## config.mk

```make
export PLATFORM = sky130hd
export DESIGN_NAME = s88_bus_read_sequencer_core_flat
export DESIGN_NICKNAME = d
export VERILOG_FILES = /design/src/hw/rtl/s88rd_pkg.sv /design/src/hw/rtl/s88rd_if.sv /design/src/hw/rtl/s88rd_step.sv /design/src/hw/rtl/s88rd_out_stage.sv /design/src/hw/rtl/s88_bus_read_sequencer_core.sv /design/src/flat_wrapper.sv
export SDC_FILE = /design/constraint.sdc
export NUM_CORES = 1
export LEC_CHECK = 0
export BUFFER_PORTS_ARGS = -buffer_cell sky130_fd_sc_hd__clkbuf_2
export CAP_MARGIN = 10
export CORE_ASPECT_RATIO = 1.2
export CORE_MARGIN = 1
export CORE_UTILIZATION = 63
export DETAILED_ROUTE_END_ITERATION = 8
export PLACE_DENSITY = 0.93
export SYNTH_ARGS = -nofsm -noshare
export SYNTH_HDL_FRONTEND = slang
export SYNTH_SLANG_ARGS = --single-unit
```

## constraint.sdc

```tcl
create_clock -name clock -period 6.8 [get_ports clock]
set_input_delay 1.02 -clock clock [delete_from_list [all_inputs] [get_ports clock]]
set_output_delay 1.02 -clock clock [all_outputs]
set_load 0.01 [all_outputs]
```

## src/hw/rtl/s88rd_pkg.sv

```systemverilog
package s88rd_pkg;

   localparam int MaxModulesDefault = 32;

   localparam int KindW    = 2;
   localparam int CountW   = 6;
   localparam int EdgeW    = 10;
   localparam int IndexW   = 6;
   localparam int ByteIdxW = 5;
   localparam int ByteW    = 8;
   localparam int LineW    = 3;

   localparam int BitsPerModule   = 8;
   localparam int EdgesPerBit     = 2;
   localparam int EdgesPerModule  = EdgesPerBit * BitsPerModule;
   localparam int EdgeProdW       = CountW + 1 + $clog2(EdgesPerModule);

   localparam logic [ByteW-1:0] MaskTop = ByteW'(128);

   localparam int LineClk  = 0;
   localparam int LineLoad = 1;
   localparam int LineRst  = 2;

   localparam logic [CountW-1:0] CountReset = CountW'(1);

   typedef enum logic [8:0] {
      PH_IDLE      = 9'b0_0000_0001,
      PH_START     = 9'b0_0000_0010,
      PH_CLK_UP    = 9'b0_0000_0100,
      PH_CLK_DOWN  = 9'b0_0000_1000,
      PH_RST_HIGH  = 9'b0_0001_0000,
      PH_RST_LOW   = 9'b0_0010_0000,
      PH_LOAD_DROP = 9'b0_0100_0000,
      PH_CLOCK     = 9'b0_1000_0000,
      PH_READY     = 9'b1_0000_0000
   } phase_type;

   typedef enum logic [KindW-1:0] {
      KIND_TICK  = 2'd0,
      KIND_START = 2'd1,
      KIND_RESET = 2'd2
   } kind_type;

   typedef struct packed {
      phase_type         phase;
      logic [EdgeW-1:0]  edges_left;
      logic [IndexW-1:0] module_index;
      logic [ByteW-1:0]  bit_mask;
      logic [ByteW-1:0]  byte_acc;
      logic [LineW-1:0]  line_levels;
   } seq_state_type;

   localparam seq_state_type StateReset = '{
      phase:        PH_IDLE,
      edges_left:   '0,
      module_index: '0,
      bit_mask:     MaskTop,
      byte_acc:     '0,
      line_levels:  '0
   };

   typedef struct packed {
      logic                clock_level;
      logic                load_level;
      logic                reset_level;
      logic                ready_res;
      logic                byte_valid;
      logic [ByteIdxW-1:0] byte_index;
      logic [ByteW-1:0]    byte_value;
   } result_type;

endpackage

```

## src/hw/rtl/s88rd_if.sv

```systemverilog
interface s88rd_req_if;
   import s88rd_pkg::*;
   logic             valid;
   logic             ready;
   logic [KindW-1:0] kind;
   logic             data_line;

   modport source (output valid, kind, data_line, input ready);
   modport sink (input valid, kind, data_line, output ready);
endinterface

interface s88rd_rsp_if;
   import s88rd_pkg::*;
   logic                valid;
   logic                ready;
   logic                clock_level;
   logic                load_level;
   logic                reset_level;
   logic                ready_res;
   logic                byte_valid;
   logic [ByteIdxW-1:0] byte_index;
   logic [ByteW-1:0]    byte_value;

   modport source (output valid, clock_level, load_level, reset_level, ready_res,
                   byte_valid, byte_index, byte_value, input ready);
   modport sink (input valid, clock_level, load_level, reset_level, ready_res,
                 byte_valid, byte_index, byte_value, output ready);
endinterface

interface s88rd_csr_if;
   import s88rd_pkg::*;
   logic              valid;
   logic              ready;
   logic [CountW-1:0] data;

   modport source (output valid, data, input ready);
   modport sink (input valid, data, output ready);
endinterface

```

## src/hw/rtl/s88rd_step.sv

```systemverilog
module s88rd_step
   import s88rd_pkg::*;
#(
   parameter int MAX_MODULES = MaxModulesDefault
) (
   input  seq_state_type     cur_state,
   input  logic [KindW-1:0]  req_kind,
   input  logic              req_data_line,
   input  logic [CountW-1:0] module_count,
   output seq_state_type     nxt_state,
   output result_type        result
);

   localparam logic [CountW:0] MaxCount = (CountW + 1)'(MAX_MODULES);

   logic [CountW:0]    count_sat;
   logic [EdgeProdW-1:0] edge_prod;
   logic [EdgeW-1:0]   edge_total;
   logic [EdgeW-1:0]   edges_dec;
   logic [ByteW-1:0]   mask_sh;

   always_comb begin
      count_sat = ({1'b0, module_count} > MaxCount) ? MaxCount : {1'b0, module_count};
      edge_prod = EdgeProdW'(count_sat) * EdgeProdW'(EdgesPerModule);
      edge_total = edge_prod[EdgeW-1:0];
      edges_dec = cur_state.edges_left - EdgeW'(1);
   end

   always_comb begin
      nxt_state = cur_state;
      result    = '0;
      mask_sh   = '0;
      case (kind_type'(req_kind))
         KIND_START: begin
            nxt_state.phase        = PH_START;
            nxt_state.edges_left   = edge_total;
            nxt_state.module_index = '0;
            nxt_state.bit_mask     = MaskTop;
         end
         KIND_RESET: begin
            nxt_state.phase = PH_IDLE;
         end
         KIND_TICK: begin
            case (cur_state.phase)
               PH_START: begin
                  nxt_state.line_levels           = '0;
                  nxt_state.line_levels[LineLoad] = 1'b1;
                  nxt_state.phase                 = PH_CLK_UP;
               end
               PH_CLK_UP: begin
                  nxt_state.edges_left           = edges_dec;
                  nxt_state.line_levels[LineClk] = ~cur_state.line_levels[LineClk];
                  nxt_state.phase                = PH_CLK_DOWN;
               end
               PH_CLK_DOWN: begin
                  nxt_state.edges_left           = edges_dec;
                  nxt_state.bit_mask             = MaskTop;
                  nxt_state.line_levels[LineClk] = ~cur_state.line_levels[LineClk];
                  nxt_state.phase                = PH_RST_HIGH;
               end
               PH_RST_HIGH: begin
                  nxt_state.line_levels[LineRst] = ~cur_state.line_levels[LineRst];
                  nxt_state.phase                = PH_RST_LOW;
               end
               PH_RST_LOW: begin
                  nxt_state.line_levels[LineRst] = ~cur_state.line_levels[LineRst];
                  nxt_state.module_index         = '0;
                  nxt_state.phase                = PH_LOAD_DROP;
               end
               PH_LOAD_DROP: begin
                  nxt_state.line_levels[LineLoad] = ~cur_state.line_levels[LineLoad];
                  nxt_state.phase                 = PH_CLOCK;
               end
               PH_CLOCK: begin
                  nxt_state.line_levels[LineClk] = ~cur_state.line_levels[LineClk];
                  nxt_state.edges_left           = edges_dec;
                  if (cur_state.line_levels[LineClk]) begin
                     mask_sh = cur_state.bit_mask >> 1;
                     if (mask_sh == '0) begin
                        result.byte_valid      = 1'b1;
                        result.byte_index      = cur_state.module_index[ByteIdxW-1:0];
                        result.byte_value      = cur_state.byte_acc;
                        nxt_state.byte_acc     = '0;
                        nxt_state.module_index = cur_state.module_index + IndexW'(1);
                        mask_sh                = MaskTop;
                     end
                     nxt_state.bit_mask = mask_sh;
                     if (req_data_line) begin
                        nxt_state.byte_acc = nxt_state.byte_acc | mask_sh;
                     end
                  end
                  if (edges_dec == '0) begin
                     nxt_state.phase        = PH_READY;
                     nxt_state.module_index = '0;
                  end
               end
               default: begin
               end
            endcase
         end
         default: begin
         end
      endcase
      result.clock_level = nxt_state.line_levels[LineClk];
      result.load_level  = nxt_state.line_levels[LineLoad];
      result.reset_level = nxt_state.line_levels[LineRst];
      result.ready_res   = (nxt_state.phase == PH_READY);
   end

endmodule

```

## src/hw/rtl/s88rd_out_stage.sv

```systemverilog
module s88rd_out_stage
   import s88rd_pkg::*;
(
   input  logic              clock,
   input  logic              reset,
   input  logic              load,
   input  result_type        result,
   output logic              room,
   s88rd_rsp_if.source       rsp_bus
);

   logic       valid_ff;
   logic       valid_in;
   result_type data_ff;

   assign room     = !valid_ff || rsp_bus.ready;
   assign valid_in = load || (valid_ff && !rsp_bus.ready);

   always_ff @(posedge clock) begin
      if (reset) begin
         valid_ff <= 1'b0;
      end else begin
         valid_ff <= valid_in;
      end
   end

   always_ff @(posedge clock) begin
      if (load) begin
         data_ff <= result;
      end
   end

   assign rsp_bus.valid       = valid_ff;
   assign rsp_bus.clock_level = data_ff.clock_level;
   assign rsp_bus.load_level  = data_ff.load_level;
   assign rsp_bus.reset_level = data_ff.reset_level;
   assign rsp_bus.ready_res   = data_ff.ready_res;
   assign rsp_bus.byte_valid  = data_ff.byte_valid;
   assign rsp_bus.byte_index  = data_ff.byte_index;
   assign rsp_bus.byte_value  = data_ff.byte_value;

endmodule

```

## src/hw/rtl/s88_bus_read_sequencer_core.sv

```systemverilog
// Bus master sequencer for a shift-register feedback bus.
// req_bus carries one transaction per event: kind 0 is a timer tick, kind 1
// arms a read, kind 2 returns to idle; data_line is the sampled bus data input.
// Every accepted request transaction produces exactly one rsp_bus transaction:
// the clock, load and reset line levels after the event, the ready flag once
// the read is done, and a completed module byte with its index when one ends.
// csr_bus writes module_count (modules per bus, saturated at MAX_MODULES);
// write it only while no request is pending. csr_bus.ready is always high.
// rsp_bus.valid rises in the cycle after a request is accepted. One request
// is taken every cycle while rsp_bus.ready is high: the next-state logic is
// a single combinational pass between the sequencer state register and the
// result register. While a pending result waits on rsp_bus.ready it holds and
// req_bus.ready drops until the result is taken; nothing is lost or duplicated.
// Reset clears the sequencer to idle, drives all bus lines low, empties the
// result register and sets module_count to 1.
module s88_bus_read_sequencer_core
   import s88rd_pkg::*;
#(
   parameter int MAX_MODULES = MaxModulesDefault
) (
   input  logic        clock,
   input  logic        reset,
   s88rd_req_if.sink   req_bus,
   s88rd_rsp_if.source rsp_bus,
   s88rd_csr_if.sink   csr_bus
);

   seq_state_type     state_ff;
   seq_state_type     state_in;
   logic [CountW-1:0] count_ff;
   result_type        result;
   logic              room;
   logic              accept;

   assign req_bus.ready = room;
   assign csr_bus.ready = 1'b1;
   assign accept        = req_bus.valid && room;

   s88rd_step #(
      .MAX_MODULES(MAX_MODULES)
   ) u_step (
      .cur_state    (state_ff),
      .req_kind     (req_bus.kind),
      .req_data_line(req_bus.data_line),
      .module_count (count_ff),
      .nxt_state    (state_in),
      .result       (result)
   );

   always_ff @(posedge clock) begin
      if (reset) begin
         state_ff <= StateReset;
      end else if (accept) begin
         state_ff <= state_in;
      end
   end

   always_ff @(posedge clock) begin
      if (reset) begin
         count_ff <= CountReset;
      end else if (csr_bus.valid) begin
         count_ff <= csr_bus.data;
      end
   end

   s88rd_out_stage u_out (
      .clock  (clock),
      .reset  (reset),
      .load   (accept),
      .result (result),
      .room   (room),
      .rsp_bus(rsp_bus)
   );

endmodule

```

## src/flat_wrapper.sv

```systemverilog
// flat-port wrapper written by rule: the top's interface ports become plain ports
module s88_bus_read_sequencer_core_flat import s88rd_pkg::*;
#(
   parameter int MAX_MODULES = MaxModulesDefault
)
  (clock, reset, req_bus_valid, req_bus_kind, req_bus_data_line, req_bus_ready, rsp_bus_valid, rsp_bus_clock_level, rsp_bus_load_level, rsp_bus_reset_level, rsp_bus_ready_res, rsp_bus_byte_valid, rsp_bus_byte_index, rsp_bus_byte_value, rsp_bus_ready, csr_bus_valid, csr_bus_data, csr_bus_ready);
  s88rd_req_if req_bus_i ();
  s88rd_rsp_if rsp_bus_i ();
  s88rd_csr_if csr_bus_i ();
  input  logic clock;
  input  logic reset;
  input wire logic [$bits(req_bus_i.valid)-1:0] req_bus_valid;
  input wire logic [$bits(req_bus_i.kind)-1:0] req_bus_kind;
  input wire logic [$bits(req_bus_i.data_line)-1:0] req_bus_data_line;
  output wire logic [$bits(req_bus_i.ready)-1:0] req_bus_ready;
  output wire logic [$bits(rsp_bus_i.valid)-1:0] rsp_bus_valid;
  output wire logic [$bits(rsp_bus_i.clock_level)-1:0] rsp_bus_clock_level;
  output wire logic [$bits(rsp_bus_i.load_level)-1:0] rsp_bus_load_level;
  output wire logic [$bits(rsp_bus_i.reset_level)-1:0] rsp_bus_reset_level;
  output wire logic [$bits(rsp_bus_i.ready_res)-1:0] rsp_bus_ready_res;
  output wire logic [$bits(rsp_bus_i.byte_valid)-1:0] rsp_bus_byte_valid;
  output wire logic [$bits(rsp_bus_i.byte_index)-1:0] rsp_bus_byte_index;
  output wire logic [$bits(rsp_bus_i.byte_value)-1:0] rsp_bus_byte_value;
  input wire logic [$bits(rsp_bus_i.ready)-1:0] rsp_bus_ready;
  input wire logic [$bits(csr_bus_i.valid)-1:0] csr_bus_valid;
  input wire logic [$bits(csr_bus_i.data)-1:0] csr_bus_data;
  output wire logic [$bits(csr_bus_i.ready)-1:0] csr_bus_ready;
  assign req_bus_i.valid = req_bus_valid;
  assign req_bus_i.kind = req_bus_kind;
  assign req_bus_i.data_line = req_bus_data_line;
  assign req_bus_ready = req_bus_i.ready;
  assign rsp_bus_valid = rsp_bus_i.valid;
  assign rsp_bus_clock_level = rsp_bus_i.clock_level;
  assign rsp_bus_load_level = rsp_bus_i.load_level;
  assign rsp_bus_reset_level = rsp_bus_i.reset_level;
  assign rsp_bus_ready_res = rsp_bus_i.ready_res;
  assign rsp_bus_byte_valid = rsp_bus_i.byte_valid;
  assign rsp_bus_byte_index = rsp_bus_i.byte_index;
  assign rsp_bus_byte_value = rsp_bus_i.byte_value;
  assign rsp_bus_i.ready = rsp_bus_ready;
  assign csr_bus_i.valid = csr_bus_valid;
  assign csr_bus_i.data = csr_bus_data;
  assign csr_bus_ready = csr_bus_i.ready;
  s88_bus_read_sequencer_core #(.MAX_MODULES(MAX_MODULES)) u_core (.clock(clock), .reset(reset), .req_bus(req_bus_i), .rsp_bus(rsp_bus_i), .csr_bus(csr_bus_i));
endmodule
```

# Word level (Yosys, flattened, before mapping)
# Index checks and enable logic that the tools add are counted.
# totals
regBits	69
inputBits	14
elab_cells	81
# classes
addsub	2
magnitude_cmp	1
n_eq_ne	16
muxes	25
bitwise_logic	4
n_reduce_logical	18
# op_table
op	n
$mux W8	9
$pmux W9 S7	1
$pmux W24 S2	1
$pmux W9 S3	1
$mux W22	1
$mux W6	3
$pmux W8 S2	1
$mux W14	1
$pmux W6 S2	1
$reduce_and A4 Y1	3
$logic_not A10 Y1	1
$mux W10	1
$sub A10 B1 Y10 const B	1
$eq A9 B2 Y1 const B	1
$eq A9 B3 Y1 const B	1
$eq A9 B4 Y1 const B	1
$eq A9 B5 Y1 const B	1
$eq A9 B6 Y1 const B	1
$eq A9 B7 Y1 const B	1
$eq A9 B8 Y1 const B	1
$eq A9 B9 Y1 const B	1
$mux W9	1
$logic_not A8 Y1	1
$or A8 B8 Y8	1
21 further kinds	30

# Depth between registers and ports, before layout
# Gate-level depths: netlist (run 1).
# depth
word_depth	11
mapped_depth	10
ltp_nobuf	8

# Cells and area by module
# A second synthesis (run 1) with hierarchy kept.
# hier_totals
hier_cells	484
area_unflattened_um2	4294.1
# by_module_without_submodules
module	instances	cells_per_inst	area_each_um2	seq_area_each_um2
s88_bus_read_sequencer_core	1	223	2122.0	1001.0
s88rd_step	1	239	1585.3	0.0
s88rd_out_stage	1	22	586.8	560.5

# Worst setup path after synthesis (run 1)
# No wires, ideal clock.
# synth_timing
path_type	input port to flip-flop
startpoint	in req_bus_kind[1]
endpoint	reg u_core.state_ff[3] (netlist bit)
setup_ns	0.065
arrival_ns	2.916
t_required_ns	6.735
setup_slack_ns	3.819
stages	10
n_path_buf	4
path_cell_list	clkbuf_1 > or2_2 > clkbuf_1 > nor4_2 > and3_1 > clkbuf_1 > and2_1 > clkbuf_1 > a22oi_1 > nor2_1
# synth_via
elab_chain_cells	2
# synth_rtl
element	line_no	text
start: declaration	flat_wrapper.sv:13	input wire logic [$bits(req_bus_i.kind)-1:0] req_bus_kind;
$logic_not A2 Y1	-	
$reduce_and A4 Y1 (no line)	-	
end signal: assignment	s88_bus_read_sequencer_core.sv:52	state_ff <= StateReset;
end signal: assignment	s88_bus_read_sequencer_core.sv:54	state_ff <= state_in;
end: declaration	s88_bus_read_sequencer_core.sv:28	seq_state_type state_ff;
# Every way passes these cells.
# A chain may end at the register's enable or synchronous reset.

==> results.cfg, run 1 <==
[power]
power.share.combinational_pct = 9.6
power_report.internal_total_mw = 0.610
static-leakage-power_nw = 1.35
netSwitchingFraction_pct = 28.1
pwr_density_cell_nw_per_um2 = 228
max-vdd-ir-drop_mv = 0.153
sequential_fraction_of_design_power_pct = 51.0
power_frac_clock_pct = 39.5
power.switching_mw = 0.239

[sta]
rsz0062_at_grt = no
clock_skew_ps = 13.1
worstMarginPinSlew_ps = 1110
timing.final.ws_setup_ps = 3680
timing.final.hold_violations = 0
finalSetupViolCount = 0
fin_crit_sh_pct = 45.8
layout_min_cycle_time_ps = 3120
tns_ps = 0
max_freq_ghz = 0.321
slew_violations = 0
relative_max_transition_margin_pct = 25.0

[placement]
port_buffers = 33
place_hpwl_mm = 5.25
pre_cts_ws_ps = 3620
numPlacedInstances = 453
gp_congestion = 0.967

[critical_path]
worst_r2r_startpoint = u_core.state_ff[25]
path_cells = inv_1 > ha_1 > or3b_4 > o31a_1 > or2_2 > nor4_1 > a22oi_1 > nor4_1
worst-endpoint-arrival_ps = 3240
setup.worst_path.class = reg2reg
cp-startpoint = u_core.state_ff[25]
timing.critical_path.from_type = flop
setup.worst_path.end_class = flop
setup_slack_of_the_worst_register_to_register_path_ps = 3680
critPathMostFrequentCell = sky130_fd_sc_hd__nor4_1
timing.critical_path.slowest_stage_cell = sky130_fd_sc_hd__nor4_1
cp_slowest_stage_delay_ps = 690
required_ps = 6920
cp_max_fo = 7

[synthesis]
synth-main-ff-cell = sky130_fd_sc_hd__dfxtp_1
synth_top_area_cell = sky130_fd_sc_hd__dfxtp_1
ys.warnings.count = 0
ys_top_cells_by_count = sky130_fd_sc_hd__nor2_1, sky130_fd_sc_hd__dfxtp_1, sky130_fd_sc_hd__a21oi_1
cell_types_occupying_the_most_area_after_synthesis = sky130_fd_sc_hd__dfxtp_1, sky130_fd_sc_hd__edfxtp_1, sky130_fd_sc_hd__nor2_1
yosys.area.top_type_share_pct = 29.0
synthCells = 386
post_synthesis_sequential_area_ratio_pct = 45.0
asyncSetResetFlopFracSynth_pct = 0
synth_cell_types = 62
postSynthNetCount = 403
synthesis.area_per_instance_um2 = 8.75
synthesis.area_um2 = 3380
synth.ff_latch_count = 67
yosysMostFrequentCell = sky130_fd_sc_hd__nor2_1
number_of_enable_type_register_cells_in_the_synthesized_netlist = 18

[routing]
wl_per_cell_um = 16.5
dr.first_iter.drc_count = 276
via_per_inst = 6.46
first_pass_iters = 6
drc = 0
drtAntennaViolNets = 0
route.vias.total = 3029
finalWirelength_mm = 7.74

[worst_hold_path]
hold_path_class = reg2reg
hold_path.startpoint = u_core.state_ff[2]

[cts]
cts_repair_resize_count = 0
worst_skew_pair.late_latency_ps = 360
clock_sinks = 67
cts_root_buffer = sky130_fd_sc_hd__clkbuf_8
tritoncts.num_buffers = 9
holdBufCountCts = 0
cts.repair_timing.setup_buffer_count = 0
htreeDepth = 3
cts_buffer_depth = 2
cts_tree = built
clk_pin_slew_worst_paths_ps = 70

[grt]
met3_usage_pct = 7.55
grt_pass1_wl_mm = 12.2
gr-usage-met1_pct = 35.1
number_of_antenna_violations_at_the_first_check_in_global_routing = 0
grt_start_max_net_pins = 48
grt_pass1_vias = 2692
global_route.peak_usage_layer = met2
gr-usage-met2_pct = 48.0
grt-ovfl-total = 0
global_route.usage.total_pct = 29.4

[floorplan]
core-area_um2 = 5040
floorplan.initialDensity_pct = 67.0
top_level_ports = 35
die-width_um = 68.8
fp.dieArea_um2 = 5660
rows = 28
die_height_um = 82.2

[final_layout]
layout-area-overhead-vs-synth_pct = 10.1
layout-drive-gt1-share_pct = 16.1
antenna_cells_inserted = 0
layout.nets = 421
number_of_cells_in_the_finished_layout_apart_from_fillers = 469
final_core_util_pct = 73.7

[run_status]
outcome = finished clean

[flow_run]
cap_violations = 0
metrics by stage:
stage | area (um^2) | power [mW] | hold WS (ps)
after floorplan | 3380 | 0.498 | 427
after global placement | 3520 | 0.518 | 434
after detailed placement | 3520 | 0.520 | 473
after CTS | 3720 | 0.846 | 484
after global routing | 3720 | 0.881 | 500
final | 3720 | 0.849 | 481
critical path, delay by kind of cell (launching register included):
| family | cells | cell delay, ps |
|---|---|---|
| AOI/OAI and AO/OA | 2 | 430 |
| adders and majority gates | 1 | 240 |
| buffers and inverters | 1 | 80 |
| DFF | 1 | 370 |
| and+or+nand+nor | 4 | 1760 |
sequential cells by signal, indices dropped and copies added (netlist names), named ones only:
| name | count |
|---|---|
| u_core.u_out.rsp_bus.clock_level | 1 |
| u_core.u_out.rsp_bus.load_level | 1 |
| u_core.u_out.rsp_bus.reset_level | 1 |
| u_core.u_out.rsp_bus.byte_index | 5 |
| u_core.u_out.rsp_bus.valid | 1 |
| u_core.count_ff | 6 |
| u_core.u_out.rsp_bus.ready_res | 1 |
| u_core.state_ff | 41 |
| u_core.u_out.rsp_bus.byte_valid | 1 |
| u_core.u_out.rsp_bus.byte_value | 8 |
area by class of cell:
class / count / area [um^2]
Clock buffer: 10 / 149
Clock inverter: 6 / 52.6
Fill cell: 387 / 1330
Inverter: 6 / 22.5
Multi-Input combinational cell: 285 / 1720
Sequential cell: 67 / 1520
Tap cell: 60 / 75.1
Timing Repair Buffer: 35 / 180
layer usage:
| metal | share of wire (%) | up-vias | wire length, um |
|---|---|---|---|
| li1 | - | 1453 | - |
| met1 | 41 | 1413 | 3160 |
| met2 | 50 | 139 | 3860 |
| met3 | 6.8 | 24 | 529 |
| met4 | 2.5 | 0 | 192 |
| met5 | 0 | - | 0 |
layout by cell type, fill, tap and decap left out, drive strengths merged, types with 4 or more instances in the layout:
| cell type | netlist | layout |
|---|---|---|
| nor2 | 53 | 53 |
| dfxtp | 49 | 49 |
| clkbuf | 25 | 43 |
| a21oi | 28 | 28 |
| nand2 | 26 | 26 |
| o21ai | 21 | 21 |
| edfxtp | 18 | 18 |
| and2 | 16 | 16 |
| a22oi | 14 | 14 |
| nor3 | 10 | 10 |
| nand3 | 10 | 10 |
| inv | 6 | 10 |
| nand4 | 7 | 7 |
| nor4 | 7 | 7 |
| or4 | 6 | 6 |
| nor2b | 5 | 5 |
| o31ai | 5 | 5 |
| mux2i | 5 | 5 |
| nor4b | 5 | 5 |
| or2 | 4 | 4 |
| nor3b | 4 | 4 |
| xor2 | 4 | 4 |
| o21a | 4 | 4 |
power groups by stage:
stage	Sequential, mW	Clock (mW)	Combinational (mW)
after CTS	0.432	0.334	0.0797
after floorplan	0.438	0	0.0596
after global placement	0.441	0	0.0777
final	0.433	0.335	0.0811
after global routing	0.435	0.357	0.0892
after detailed placement	0.441	0	0.0787
cell families (layout without fill, tap and decap cells):
kind of cell	Yosys count	count (layout)	share of synthesized area, %
buffers and inverters	34	57	4.11
xor gates and xnor gates	7	7	1.81
and+or+nand+nor	164	164	25.6
other	1	1	0.111
AOI/OAI and AO/OA	105	105	20.8
adders and majority gates	3	3	1.11
DFF	67	67	45.0
muxes	5	5	1.48
path summary, 6_finish.rpt:
check                           cells after the start                             end
worst min register to register                      2              u_core.state_ff[2]
worst max-delay path                                8  u_core.u_out.rsp_bus.ready_res
worst min-delay path                                2              u_core.state_ff[2]
worst max register to register                      8  u_core.u_out.rsp_bus.ready_res
Power figures use the tool's default switching activity.
==> run 2: changes to the inputs <==
- CORE_UTILIZATION: 63 -> 59
- PLACE_DENSITY: 0.93 -> 0.89
- clock period: 6.8 -> 2.93 ns (I/O delays scaled with it)
==> results.cfg, run 2 (synthesis results as in run 1) <==
[cts]
cts_root_buffer = sky130_fd_sc_hd__clkbuf_8
holdBufCountCts = 0
cts_tree = built
htreeDepth = 3
worst_skew_pair.late_latency_ps = 360
clock_sinks = 67
cts_repair_resize_count = 0
clk_pin_slew_worst_paths_ps = 80
cts_buffer_depth = 2
tritoncts.num_buffers = 9
cts.repair_timing.setup_buffer_count = 0

[floorplan]
fp.dieArea_um2 = 6030
rows = 29
die-width_um = 71.1
floorplan.initialDensity_pct = 62.5
top_level_ports = 35
core-area_um2 = 5410
die_height_um = 84.9

[critical_path]
rr_worst_depth = 8
setup.worst_path.class = reg2reg
setup.worst_path.end_class = flop
worst-endpoint-arrival_ps = 3020
required_ps = 3220
cp_max_fo = 7
timing.critical_path.from_type = flop

[grt]
grt_start_max_net_pins = 48
grt-ovfl-total = 0
grt_pass1_vias = 2848
global_route.usage.total_pct = 27.9
number_of_antenna_violations_at_the_first_check_in_global_routing = 0
grt_pass1_wl_mm = 13.2

[sta]
finalSetupViolCount = 0
fin_crit_sh_pct = 93.3
max_freq_ghz = 0.366
layout_min_cycle_time_ps = 2730
worstMarginPinSlew_ps = 879
timing.final.hold_violations = 0
rsz0062_at_grt = no
relative_max_transition_margin_pct = 41.4
tns_ps = 0
clock_skew_ps = 9.25
slew_violations = 0

[power]
max-vdd-ir-drop_mv = 0.443
sequential_fraction_of_design_power_pct = 50.7
power.switching_mw = 0.549
power_report.internal_total_mw = 1.43
power.share.combinational_pct = 10.1
power_frac_clock_pct = 39.2
static-leakage-power_nw = 1.40
netSwitchingFraction_pct = 27.8
pwr_density_cell_nw_per_um2 = 520

[routing]
wl_per_cell_um = 15.7
drtAntennaViolNets = 0
via_per_inst = 6.14
drc = 4
route.vias.total = 2952
first_pass_iters = 7
finalWirelength_mm = 7.57
dr.first_iter.drc_count = 278

[final_layout]
multi_input_comb_area_um2 = 1720
final_core_util_pct = 70.2
combined_flip_flop_and_latch_cell_area_um2 = 1520
largest_reg_flops = 41
layout-drive-gt1-share_pct = 18.1
mostFrequentLayoutCell = sky130_fd_sc_hd__nor2_1
regMostFlops = u_core.state_ff
antenna_cells_inserted = 0
layout-area-overhead-vs-synth_pct = 12.4
fillerInstances = 436
layout_common_cells = sky130_fd_sc_hd__nor2_1, sky130_fd_sc_hd__dfxtp_1, sky130_fd_sc_hd__clkbuf_2
layout.nets = 431

[run_status]
failed_checks = DRC
outcome = finished with violations

[worst_hold_path]
hold_path_class = in2reg
timing.hold.worst_path_depth = 2

[placement]
gp_congestion = 0.946
port_buffers = 33
place_hpwl_mm = 5.22

[flow_run]
cap_violations = 0
-- run 2: cell count changes in the layout (fill, tap and decap cells not counted), sizes merged --
| cell | change |
|---|---|
| inv | -1 |
| buf | +10 |
| clkinv | +2 |
| clkinvlp | -1 |
-- run 2: worst paths after layout --
check	slack (ps)	to	start
worst max-delay path	200	u_core.state_ff[21]	u_core.state_ff[25]
worst min-delay path	290	u_core.count_ff[0]	csr_bus_data[0]
worst max register to register	200	u_core.state_ff[21]	u_core.state_ff[25]
worst min register to register	470	flop	flop
-- run 2: through the flow --
stage	hold WS (ps)	std cells	setup WS, ps	instance area, um^2	total power, mW
finish	293	481	196	3800	1.97
global route	287	481	29.9	3800	2.06
CTS	284	481	202	3800	1.98
detailed placement	443	465	221	3590	1.22
global placement	435	465	298	3590	1.21
floorplan	427	386	349	3380	1.16
-- run 2: final cells by class --
type | count | area share (%)
clock buffer | 10 | 3.92
clock inverter | 6 | 1.42
inverter | 6 | 0.593
multi-input combinational | 285 | 45.2
sequential | 67 | 40.1
tap | 62 | 2.04
timing repair buffer | 45 | 6.72
-- run 2: critical path: stages (launching register included) --
cell and delay (ps):
sky130_fd_sc_hd__dfxtp_1 360, sky130_fd_sc_hd__inv_1 70, sky130_fd_sc_hd__ha_1 220, sky130_fd_sc_hd__or3b_4 420, sky130_fd_sc_hd__o31a_1 260, sky130_fd_sc_hd__or4_4 540
sky130_fd_sc_hd__o21a_4 240, sky130_fd_sc_hd__or4_1 410, sky130_fd_sc_hd__a21oi_1 150
-- run 2: power by group through the flow --
stage / Combinational, mW / Sequential [mW] / Clock (mW)
6_report: 0.200 / 1.00 / 0.774
5_1_grt: 0.220 / 1.00 / 0.834
4_1_cts: 0.199 / 1.00 / 0.781
3_5_place_dp: 0.197 / 1.02 / 0
3_3_place_gp: 0.193 / 1.02 / 0
2_1_floorplan: 0.138 / 1.02 / 0
-- run 2: routing by layer --
layer  vias to the layer above  GRT usage [%]  share of wire (%)
met4                         0           14.2                2.2
met3                        13           7.13                5.1
li1                       1473              -                  -
met5                         -              0                  0
met1                      1370           34.3                 43
met2                        96           45.3                 49
